===== src/rtl/irl_pkg.sv =====
// shared types and constants of the ir range average linearizer
`default_nettype none

package irl_pkg;

  localparam int unsigned NCH        = 4;
  localparam int unsigned SAMPLE_W   = 10;
  localparam int unsigned DIST_W     = 16;
  localparam int unsigned CFG_IDX_W  = 2;
  localparam int unsigned CFG_DATA_W = 20;

  localparam logic [63:0]       SCALE_NUM = 64'd10000000000;
  localparam logic [DIST_W-1:0] DIST_SAT  = 16'hFFFF;
  localparam logic [DIST_W-1:0] DIST_NONE = 16'h0000;

  localparam logic [9:0]  AVG_LOW_RST  = 10'd90;
  localparam logic [9:0]  AVG_HIGH_RST = 10'd600;
  localparam logic [15:0] SLOPE_RST    = 16'd3318;
  localparam logic [19:0] OFFSET_RST   = 20'd28000;

  typedef enum logic [CFG_IDX_W-1:0] {
    REG_AVG_LOW  = 2'd0,
    REG_AVG_HIGH = 2'd1,
    REG_SLOPE    = 2'd2,
    REG_OFFSET   = 2'd3
  } cfg_reg_t;

  typedef struct packed {
    logic [9:0]  avg_low;
    logic [9:0]  avg_high;
    logic [15:0] slope_coeff;
    logic [19:0] offset_coeff;
  } cfg_t;

  typedef struct packed {
    logic start;
    logic ack;
  } lane_ctrl_t;

  typedef struct packed {
    logic busy;
    logic done;
  } lane_stat_t;

  typedef enum logic [2:0] {
    LN_IDLE,
    LN_MUL,
    LN_DEN,
    LN_CHK,
    LN_DIV,
    LN_DONE
  } lane_state_t;

  typedef enum logic {
    TOP_IDLE,
    TOP_BUSY
  } top_state_t;

endpackage

`default_nettype wire


===== src/rtl/irl_lane.sv =====
// one channel lane: sample ring, running sum, range check and reciprocal divider
`default_nettype none

module irl_lane #(
  parameter int unsigned WINDOW   = 10,
  parameter int unsigned ADC_BITS = 10,
  parameter int unsigned SLOT_W   = (WINDOW > 1) ? $clog2(WINDOW) : 1
) (
  input  wire logic                          clk,
  input  wire logic                          rst,
  input  wire irl_pkg::lane_ctrl_t           ctrl,
  input  wire logic [irl_pkg::SAMPLE_W-1:0]  sample,
  input  wire logic [SLOT_W-1:0]             slot,
  input  wire irl_pkg::cfg_t                 cfg,
  output irl_pkg::lane_stat_t                stat,
  output logic [irl_pkg::DIST_W-1:0]         distance
);

  localparam int unsigned SW       = irl_pkg::SAMPLE_W;
  localparam int unsigned WIN_BITS = $clog2(WINDOW + 1);
  localparam int unsigned SUM_MAX  = WINDOW * ((1 << SW) - 1);
  localparam int unsigned SUM_W    = $clog2(SUM_MAX + 1);
  localparam int unsigned LIM_W    = SW + WIN_BITS;
  localparam int unsigned PROD_W   = 16 + SUM_W;
  localparam int unsigned OFFS_W   = 20 + WIN_BITS;
  localparam int unsigned DEN_W    = ((PROD_W > OFFS_W) ? PROD_W : OFFS_W) + 1;
  localparam int unsigned REM_W    = DEN_W + 1;
  localparam logic [63:0] NUM_FULL = irl_pkg::SCALE_NUM * 64'(WINDOW);
  localparam int unsigned NUM_W    = $clog2(NUM_FULL + 64'd1);
  localparam int unsigned CMP_W    = (DEN_W + 16 > NUM_W) ? DEN_W + 16 : NUM_W;
  localparam logic [15:0] NUM_LO   = NUM_FULL[15:0];
  localparam logic [SW-1:0] SMP_MASK =
    (ADC_BITS >= SW) ? {SW{1'b1}} : SW'((1 << ADC_BITS) - 1);

  irl_pkg::lane_state_t state, state_next;

  logic [SW-1:0]     ring [WINDOW];
  logic [SUM_W-1:0]  sum;
  logic [PROD_W-1:0] prod;
  logic              in_rng;
  logic [DEN_W-1:0]  den;
  logic [REM_W-1:0]  rem;
  logic [3:0]        cnt;
  logic [15:0]       quot;

  logic [SW-1:0]    smp;
  logic [LIM_W-1:0] lim_lo;
  logic [LIM_W-1:0] lim_hi;
  logic             sat;
  logic [REM_W-1:0] shifted;
  logic             ge;

  assign smp     = sample & SMP_MASK;
  assign lim_lo  = LIM_W'(cfg.avg_low) * LIM_W'(WINDOW);
  assign lim_hi  = LIM_W'(cfg.avg_high) * LIM_W'(WINDOW);
  assign sat     = CMP_W'({den, 16'h0000}) <= CMP_W'(NUM_FULL);
  assign shifted = {rem[DEN_W-1:0], NUM_LO[cnt]};
  assign ge      = shifted >= REM_W'(den);

  always_comb begin
    state_next = state;
    case (state)
      irl_pkg::LN_IDLE: if (ctrl.start) state_next = irl_pkg::LN_MUL;
      irl_pkg::LN_MUL:  state_next = irl_pkg::LN_DEN;
      irl_pkg::LN_DEN:  state_next = irl_pkg::LN_CHK;
      irl_pkg::LN_CHK: begin
        if (!in_rng || sat) state_next = irl_pkg::LN_DONE;
        else state_next = irl_pkg::LN_DIV;
      end
      irl_pkg::LN_DIV:  if (cnt == 4'd0) state_next = irl_pkg::LN_DONE;
      irl_pkg::LN_DONE: if (ctrl.ack) state_next = irl_pkg::LN_IDLE;
      default:          state_next = irl_pkg::LN_IDLE;
    endcase
  end

  always_comb begin
    stat.busy = (state != irl_pkg::LN_IDLE);
    stat.done = (state == irl_pkg::LN_DONE);
  end

  always_ff @(posedge clk) begin
    if (rst) begin
      state <= irl_pkg::LN_IDLE;
      sum   <= '0;
      for (int i = 0; i < WINDOW; i++) ring[i] <= '0;
    end else begin
      state <= state_next;
      if (state == irl_pkg::LN_IDLE && ctrl.start) begin
        ring[slot] <= smp;
        sum        <= sum - SUM_W'(ring[slot]) + SUM_W'(smp);
      end
    end
  end

  always_ff @(posedge clk) begin
    case (state)
      irl_pkg::LN_MUL: begin
        prod   <= PROD_W'(cfg.slope_coeff) * PROD_W'(sum);
        in_rng <= (LIM_W'(sum) > lim_lo) && (LIM_W'(sum) < lim_hi);
      end
      irl_pkg::LN_DEN: begin
        den <= DEN_W'(prod) + DEN_W'(OFFS_W'(cfg.offset_coeff) * OFFS_W'(WINDOW));
      end
      irl_pkg::LN_CHK: begin
        rem <= REM_W'(NUM_FULL >> 16);
        cnt <= 4'd15;
        if (!in_rng) quot <= irl_pkg::DIST_NONE;
        else if (sat) quot <= irl_pkg::DIST_SAT;
        else quot <= '0;
      end
      irl_pkg::LN_DIV: begin
        rem  <= ge ? shifted - REM_W'(den) : shifted;
        quot <= {quot[14:0], ge};
        cnt  <= cnt - 4'd1;
      end
      default: ;
    endcase
  end

  assign distance = quot;

`ifndef SYNTHESIS
  a_sum_bound: assert property (@(posedge clk) disable iff (rst)
    32'(sum) <= SUM_MAX)
    else $error("running sum above window maximum");

  a_out_of_range_zero: assert property (@(posedge clk) disable iff (rst)
    (state == irl_pkg::LN_DONE && !in_rng) |-> (quot == irl_pkg::DIST_NONE))
    else $error("out of range channel gives nonzero distance");

  a_div_no_overflow: assert property (@(posedge clk) disable iff (rst)
    (state == irl_pkg::LN_DIV) |-> (rem < REM_W'(den)))
    else $error("partial remainder not below divisor");
`endif

endmodule

`default_nettype wire


===== src/rtl/ir_range_avg_linearizer_core.sv =====
// top level: config registers, slot counter, four lanes and merged output word
//
// usage
//   input channel: in_valid / in_stall with sample_a..sample_d, one word per
//   scan of the four sensors. output channel: out_valid / out_stall with
//   dist_a..dist_d, one word per input word, in order.
//   config port: cfg_we, cfg_index, cfg_data; write only while idle.
// processing
//   the four lanes run side by side; each lane updates its ring and sum on
//   the accepting edge, then does one multiply with the range check, one add
//   and the saturation check, then runs a shift-subtract divider.
//   a lane whose channel is out of range or saturated skips the divider;
//   out_valid rises once all four lanes are done. the next word can only be
//   accepted in the cycle after the output word is loaded, not before.
// reset
//   rings, sums and slot clear at once, config takes its default values;
//   no clearing pass is needed.
// stall
//   a finished word waits in the output register while the next word is
//   accepted and computed; lanes hold their result until it is free.
`default_nettype none

module ir_range_avg_linearizer_core #(
  parameter int unsigned WINDOW   = 10,
  parameter int unsigned ADC_BITS = 10
) (
  input  wire logic                             clk,
  input  wire logic                             rst,
  input  wire logic                             in_valid,
  output logic                                  in_stall,
  input  wire logic [irl_pkg::SAMPLE_W-1:0]     sample_a,
  input  wire logic [irl_pkg::SAMPLE_W-1:0]     sample_b,
  input  wire logic [irl_pkg::SAMPLE_W-1:0]     sample_c,
  input  wire logic [irl_pkg::SAMPLE_W-1:0]     sample_d,
  output logic                                  out_valid,
  input  wire logic                             out_stall,
  output logic [irl_pkg::DIST_W-1:0]            dist_a,
  output logic [irl_pkg::DIST_W-1:0]            dist_b,
  output logic [irl_pkg::DIST_W-1:0]            dist_c,
  output logic [irl_pkg::DIST_W-1:0]            dist_d,
  input  wire logic                             cfg_we,
  input  wire logic [irl_pkg::CFG_IDX_W-1:0]    cfg_index,
  input  wire logic [irl_pkg::CFG_DATA_W-1:0]   cfg_data
);

  localparam int unsigned SLOT_W = (WINDOW > 1) ? $clog2(WINDOW) : 1;
  localparam int unsigned NCH    = irl_pkg::NCH;
  localparam int unsigned DW     = irl_pkg::DIST_W;

  irl_pkg::top_state_t state, state_next;
  irl_pkg::cfg_t       cfg;
  irl_pkg::lane_ctrl_t ctrl;
  irl_pkg::lane_stat_t stat [NCH];

  logic [SLOT_W-1:0]             slot;
  logic [irl_pkg::SAMPLE_W-1:0]  smp  [NCH];
  logic [DW-1:0]                 ldist [NCH];
  logic [DW-1:0]                 obuf [NCH];
  logic [NCH-1:0]                done_vec;
  logic [NCH-1:0]                busy_vec;
  logic                          accept;
  logic                          all_done;
  logic                          load;

  assign smp[0] = sample_a;
  assign smp[1] = sample_b;
  assign smp[2] = sample_c;
  assign smp[3] = sample_d;

  for (genvar c = 0; c < NCH; c++) begin : g_lane
    irl_lane #(
      .WINDOW   (WINDOW),
      .ADC_BITS (ADC_BITS),
      .SLOT_W   (SLOT_W)
    ) u_lane (
      .clk      (clk),
      .rst      (rst),
      .ctrl     (ctrl),
      .sample   (smp[c]),
      .slot     (slot),
      .cfg      (cfg),
      .stat     (stat[c]),
      .distance (ldist[c])
    );
    assign done_vec[c] = stat[c].done;
    assign busy_vec[c] = stat[c].busy;
  end

  assign all_done = &done_vec;
  assign accept   = in_valid && !in_stall;
  assign load     = (state == irl_pkg::TOP_BUSY) && all_done && (!out_valid || !out_stall);

  always_comb begin
    state_next = state;
    case (state)
      irl_pkg::TOP_IDLE: if (accept) state_next = irl_pkg::TOP_BUSY;
      irl_pkg::TOP_BUSY: if (load) state_next = irl_pkg::TOP_IDLE;
      default:           state_next = irl_pkg::TOP_IDLE;
    endcase
  end

  always_comb begin
    in_stall   = (state != irl_pkg::TOP_IDLE);
    ctrl.start = accept;
    ctrl.ack   = load;
  end

  always_ff @(posedge clk) begin
    if (rst) begin
      state <= irl_pkg::TOP_IDLE;
      slot  <= '0;
    end else begin
      state <= state_next;
      if (accept) begin
        if (slot == SLOT_W'(WINDOW - 1)) slot <= '0;
        else slot <= slot + SLOT_W'(1);
      end
    end
  end

  always_ff @(posedge clk) begin
    if (rst) begin
      cfg.avg_low      <= irl_pkg::AVG_LOW_RST;
      cfg.avg_high     <= irl_pkg::AVG_HIGH_RST;
      cfg.slope_coeff  <= irl_pkg::SLOPE_RST;
      cfg.offset_coeff <= irl_pkg::OFFSET_RST;
    end else if (cfg_we) begin
      case (cfg_index)
        irl_pkg::REG_AVG_LOW:  cfg.avg_low      <= cfg_data[9:0];
        irl_pkg::REG_AVG_HIGH: cfg.avg_high     <= cfg_data[9:0];
        irl_pkg::REG_SLOPE:    cfg.slope_coeff  <= cfg_data[15:0];
        irl_pkg::REG_OFFSET:   cfg.offset_coeff <= cfg_data[19:0];
        default: ;
      endcase
    end
  end

  // merge the four lane results into one output word
  always_ff @(posedge clk) begin
    if (rst) begin
      out_valid <= 1'b0;
    end else if (load) begin
      out_valid <= 1'b1;
    end else if (!out_stall) begin
      out_valid <= 1'b0;
    end
  end

  always_ff @(posedge clk) begin
    if (load) begin
      for (int c = 0; c < NCH; c++) obuf[c] <= ldist[c];
    end
  end

  assign dist_a = obuf[0];
  assign dist_b = obuf[1];
  assign dist_c = obuf[2];
  assign dist_d = obuf[3];

`ifndef SYNTHESIS
  a_load_needs_lanes: assert property (@(posedge clk) disable iff (rst)
    load |-> (busy_vec == {NCH{1'b1}}))
    else $error("output loaded while a lane is idle");

  a_idle_lanes_idle: assert property (@(posedge clk) disable iff (rst)
    (state == irl_pkg::TOP_IDLE) |-> (busy_vec == '0))
    else $error("lane busy while top is idle");

  a_slot_bound: assert property (@(posedge clk) disable iff (rst)
    32'(slot) < WINDOW)
    else $error("write slot beyond window");

  a_lanes_in_step: assert property (@(posedge clk) disable iff (rst)
    $past(accept) |-> (busy_vec == {NCH{1'b1}}))
    else $error("lanes did not all start on acceptance");
`endif

endmodule

`default_nettype wire

===== config.mk =====
export PLATFORM = sky130hd
export DESIGN_NAME = ir_range_avg_linearizer_core
export DESIGN_NICKNAME = d
export VERILOG_FILES = /design/src/rtl/irl_pkg.sv /design/src/rtl/irl_lane.sv /design/src/rtl/ir_range_avg_linearizer_core.sv
export SDC_FILE = /design/constraint.sdc
export NUM_CORES = 2
export LEC_CHECK = 0
export BUFFER_PORTS_ARGS = -buffer_cell sky130_fd_sc_hd__buf_2
export CAP_MARGIN = 0
export CORE_ASPECT_RATIO = 1.2
export CORE_UTILIZATION = 38
export DETAILED_ROUTE_END_ITERATION = 8
export PLACE_DENSITY_LB_ADDON = 0.08
export SLEW_MARGIN = 20
export SYNTH_ARGS = -nofsm -noshare
export SYNTH_HDL_FRONTEND = slang
export SYNTH_SLANG_ARGS = --single-unit

===== constraint.sdc =====
create_clock -name clk -period 9 [get_ports clk]
set_clock_uncertainty 0.1 [all_clocks]
set_input_delay 0.45 -clock clk [delete_from_list [all_inputs] [get_ports clk]]
set_output_delay 0.45 -clock clk [all_outputs]
set_load 0.005 [all_outputs]

==> implementation parameters <==
Parameter                              Value

CTS
  Master cell of the clock root buffer ... clkbuf_16
  Clock latency at the later pin of the worst-skew pair ... 850 ps
  Number of CTS-inserted buffers ... 160
  CTS max path bufs ... 4
  Number of sinks on the clock net ... 1,294
  Buffers inserted by post-CTS timing repair ... 0
  Depth of the CTS H-tree ... 4
  Cts-stage hold buffer count ... 28
  CTS clk-pin slew, worst paths ... 60 ps
  Post-cts gate resize count ... 0
  TritonCTS clock tree ... built

Worst hold path
  Type of the most critical hold path ... input pin to register
  Number of instances on the worst hold path ... 4
  HP Start ... sample_b[0]
  Hold EP ... g_lane[1].u_lane.sum[0]

Cells and area
  Count of placed standard cells in the final layout, fillers left out ... 12,629
  Most used cells in the layout excluding fill and tap cells ... 1,188 x inv_1, 1,156 x edfxtp_1, 864 x nand2_1
  Area added between synthesis and finish ... 10.5%
  Number of inserted filler cells in the final layout ... 24,506
  Fin util ... 0.424
  Nets ... 10,723
  Share of cells above drive strength 1 ... 0.0942
  Most common cell after layout, fill and taps aside ... inv_1

Yosys
  Post-synth top flop ... edfxtp_1
  Cells after synthesis ... 9,099
  Number of enable-type register cells in the synthesized netlist ... 1,156
  Sequential element share of the synthesized area ... 0.382
  Cell variety after synth ... 82
  YS warnings ... 0
  Synthesized net count ... 10,697
  Share of synthesized registers carrying an async set or reset ... 0
  Syn_area_per_cell ... 10.8 um2
  Cell area after synthesis ... 0.0980 mm2
  Register bit total from synthesis ... 1,294

Die
  Floorplan die height ... 558 um
  Chip Width ... 466 um
  Floorplan Core Area ... 0.256 mm2
  Die outline area ... 0.260 mm2
  Initial Util ... 0.383
  Site row count ... 203
  IO Count ... 133

STA
  Number of max-slew violations in the final report ... 0
  Period minus WS final ... 7330 ps
  Unrepaired setup endpoints after global routing ... no
  Pin slew with the least headroom to its limit ... 1170 ps
  Final-report setup violation count ... 0
  Post-route setup TNS ... 0 ps
  Fmax ... 136 MHz
  Final hold vios ... 0
  Headroom to the max-slew limit ... 0.220
  Final worst path period share ... 0.815
  Final Hold Slack ... 74.2 ps

Worst setup path
  Crit path DAT ... 7790 ps
  Category of the most critical setup path ... register to register
  Required arrival time at the worst endpoint ... 9460 ps
  Worst r2r src ... cfg[24]
  Largest stage delay on the critical path ... 790 ps
  Max Fanout on Critical Path ... 30
  Reg-to-reg endpoint ... g_lane[1].u_lane.prod[26]
  Number of buffers and inverters on the critical path ... 4
  Cell depth of the worst flop-to-flop path ... 23
  Worst Setup Start Kind ... register
  CP delay by family, top ... adder cells
  Crit-path most repeated cell ... fa_1
  Worst Setup End Kind ... register
  Critical path's slowest cell ... dfxtp_2
  Critical-path cell list ... buf_4, nand2_1, fa_1, fa_1, inv_1, fa_1, fa_1, fa_1, inv_1, fa_1, inv_1, ha_1, a21o_1, a21o_1, a21o_1, a22o_1, o31ai_4, a31oi_1, a31o_1, a221o_1, a21o_1, a21oi_2, xnor2_1
  Setup slack on the worst flop-to-flop path ... 1670 ps

GRT
  Initial antenna violation count ... 11
  Vias in the first global route ... 69,566
  Maximum number of pins on one net before global-route repair ... 79
  Overflow left after global routing ... 0
  Global-route total usage across every layer ... 0.214
  First-pass GRT wire length ... 426,000 um

Place
  Placer Congestion ... 0.869
  Number of port buffers ... 132
  Placed Instances ... 12,317
  HPWL after DPL ... 203,000 um

Power
  Power Density ... 300 mW/mm2
  Static leakage ... 46.2 nW
  Highest ir drop seen on vdd ... 276 uV

Detailed routing
  Routed via count divided by cell count ... 5.28
  Initial DRT Pass Iterations ... 5
  Final routed DRC violation total ... 0
  Violation count after the first detailed-routing iteration ... 3,891
  Post-route antenna net violation count ... 0
  Vias ... 66,744
  Average wire per standard cell ... 22.0 um
  Post-detailed-routing wire length ... 278,000 um

Job
  Count of max-cap constraint violations ... 0

Status
  Run status ... complete, no violations
[sequential cells by signal, indices dropped and copies added, names as in the netlist, named ones only]
signal / cells
g_lane.u_lane.distance: 64
g_lane.u_lane.cnt: 16
g_lane.u_lane.state: 12
obuf: 64
g_lane.u_lane.shifted: 4
g_lane.u_lane.rem: 124
g_lane.u_lane.prod: 120
g_lane.u_lane.ring: 640
g_lane.u_lane.den: 124
out_valid: 1
g_lane.u_lane.in_rng: 4
cfg: 56
g_lane.u_lane.sum: 56
in_stall: 1
slot: 4
[metal layers]
| metal | share of wire | vias to the layer above | routed length [um] | GRT usage |
|---|---|---|---|---|
| li1 | - | 31420 | - | - |
| met1 | 0.44 | 33681 | 122000 | 0.275 |
| met2 | 0.49 | 1249 | 136000 | 0.371 |
| met3 | 0.034 | 394 | 9510 | 0.0221 |
| met4 | 0.038 | 0 | 10600 | 0.0797 |
| met5 | 0 | - | 0 | 0 |
[how the worst max path moves through the flow]
stage | start | end | cells past startpoint
2_1_floorplan | g_lane[1].u_lane.sum[2] | g_lane[1].u_lane.prod[26] | 25
3_3_place_gp | cfg[24] | g_lane[1].u_lane.prod[26] | 23
3_5_place_dp | cfg[24] | g_lane[1].u_lane.prod[26] | 23
4_1_cts | cfg[24] | g_lane[1].u_lane.prod[26] | 23
5_1_grt | cfg[29] | g_lane[0].u_lane.prod[29] | 21
6_report | cfg[24] | g_lane[1].u_lane.prod[26] | 23
[Yosys cell counts (28+ instances only)]
cell	instances	area (um2)
inv_1	1190	4470
edfxtp_1	1156	34700
nand2_1	873	3280
ha_1	820	10300
fa_1	711	14200
and2_1	442	2770
a21oi_1	433	2170
clkbuf_1	433	1630
nor2_1	407	1530
nor3_1	294	1470
xnor2_1	244	2140
a21o_1	240	1800
o21ai_0	240	1200
mux4_2	200	4500
nor4_1	185	1160
dfxtp_1	138	2760
xor2_1	129	1130
nor2b_1	96	601
nand2b_1	73	457
nand3_1	62	310
o21bai_1	57	428
nand4_1	53	332
o21a_1	53	398
a31oi_1	42	263
o211ai_1	40	300
buf_1	39	146
mux2i_1	36	360
or3_1	35	219
o31ai_1	30	225
a211oi_1	29	218
nand3b_1	28	210
[worst reg2reg max path: cells and delay by family, from the launching register on]
kind                       cells  cell delay [ps]
and+or+nand+nor                1              150
AOI/OAI and AO/OA             10             2190
DFF                            1              790
xor gates and xnor gates       1               70
adders and majority gates      7             3140
buffers and inverters          4              660
[logic make-up (layout without fill, tap and decap cells)]
kind of cell	after synthesis	in the layout	synth area share
AND/OR/NAND/NOR	2637	2637	0.132
multiplexers	237	237	0.0497
AO/OA/AOI/OAI	1343	1343	0.0875
adder cells (fa/ha/maj)	1536	1536	0.250
buffers and inverters	1679	1822	0.0646
XOR/XNOR	373	373	0.0333
other	0	5	0
flip-flops	1294	1294	0.382
[through the flow]
stage | setup WS (ps) | instance area (um2) | power (W)
floorplan | 2380 | 98000 | 0.0211
global placement | 1690 | 103000 | 0.0260
detailed placement | 1650 | 103000 | 0.0261
CTS | 1630 | 108000 | 0.0329
global route | 1310 | 108000 | 0.0353
finish | 1670 | 108000 | 0.0325
[area by class of cell]
class / count / area (um2) / share of cell area
inverter: 1193 / 4480 / 0.0413
tap: 3382 / 4230 / 0.0390
antenna: 5 / 12.5 / 0.000115
clock inverter: 101 / 1070 / 0.00985
sequential: 1294 / 37500 / 0.346
clock buffer: 178 / 4090 / 0.0378
timing repair buffer: 350 / 2460 / 0.0227
multi-input combinational: 6126 / 54500 / 0.503
[where the power goes]
group | switching [W] | leakage [nW] | total, W | internal [W]
Sequential | 0.000875 | 12.1 | 0.00881 | 0.00793
Clock | 0.00272 | 2.50 | 0.00651 | 0.00379
Combinational | 0.0103 | 31.6 | 0.0172 | 0.00689
Note: power is estimated with default switching activity, not from simulation.
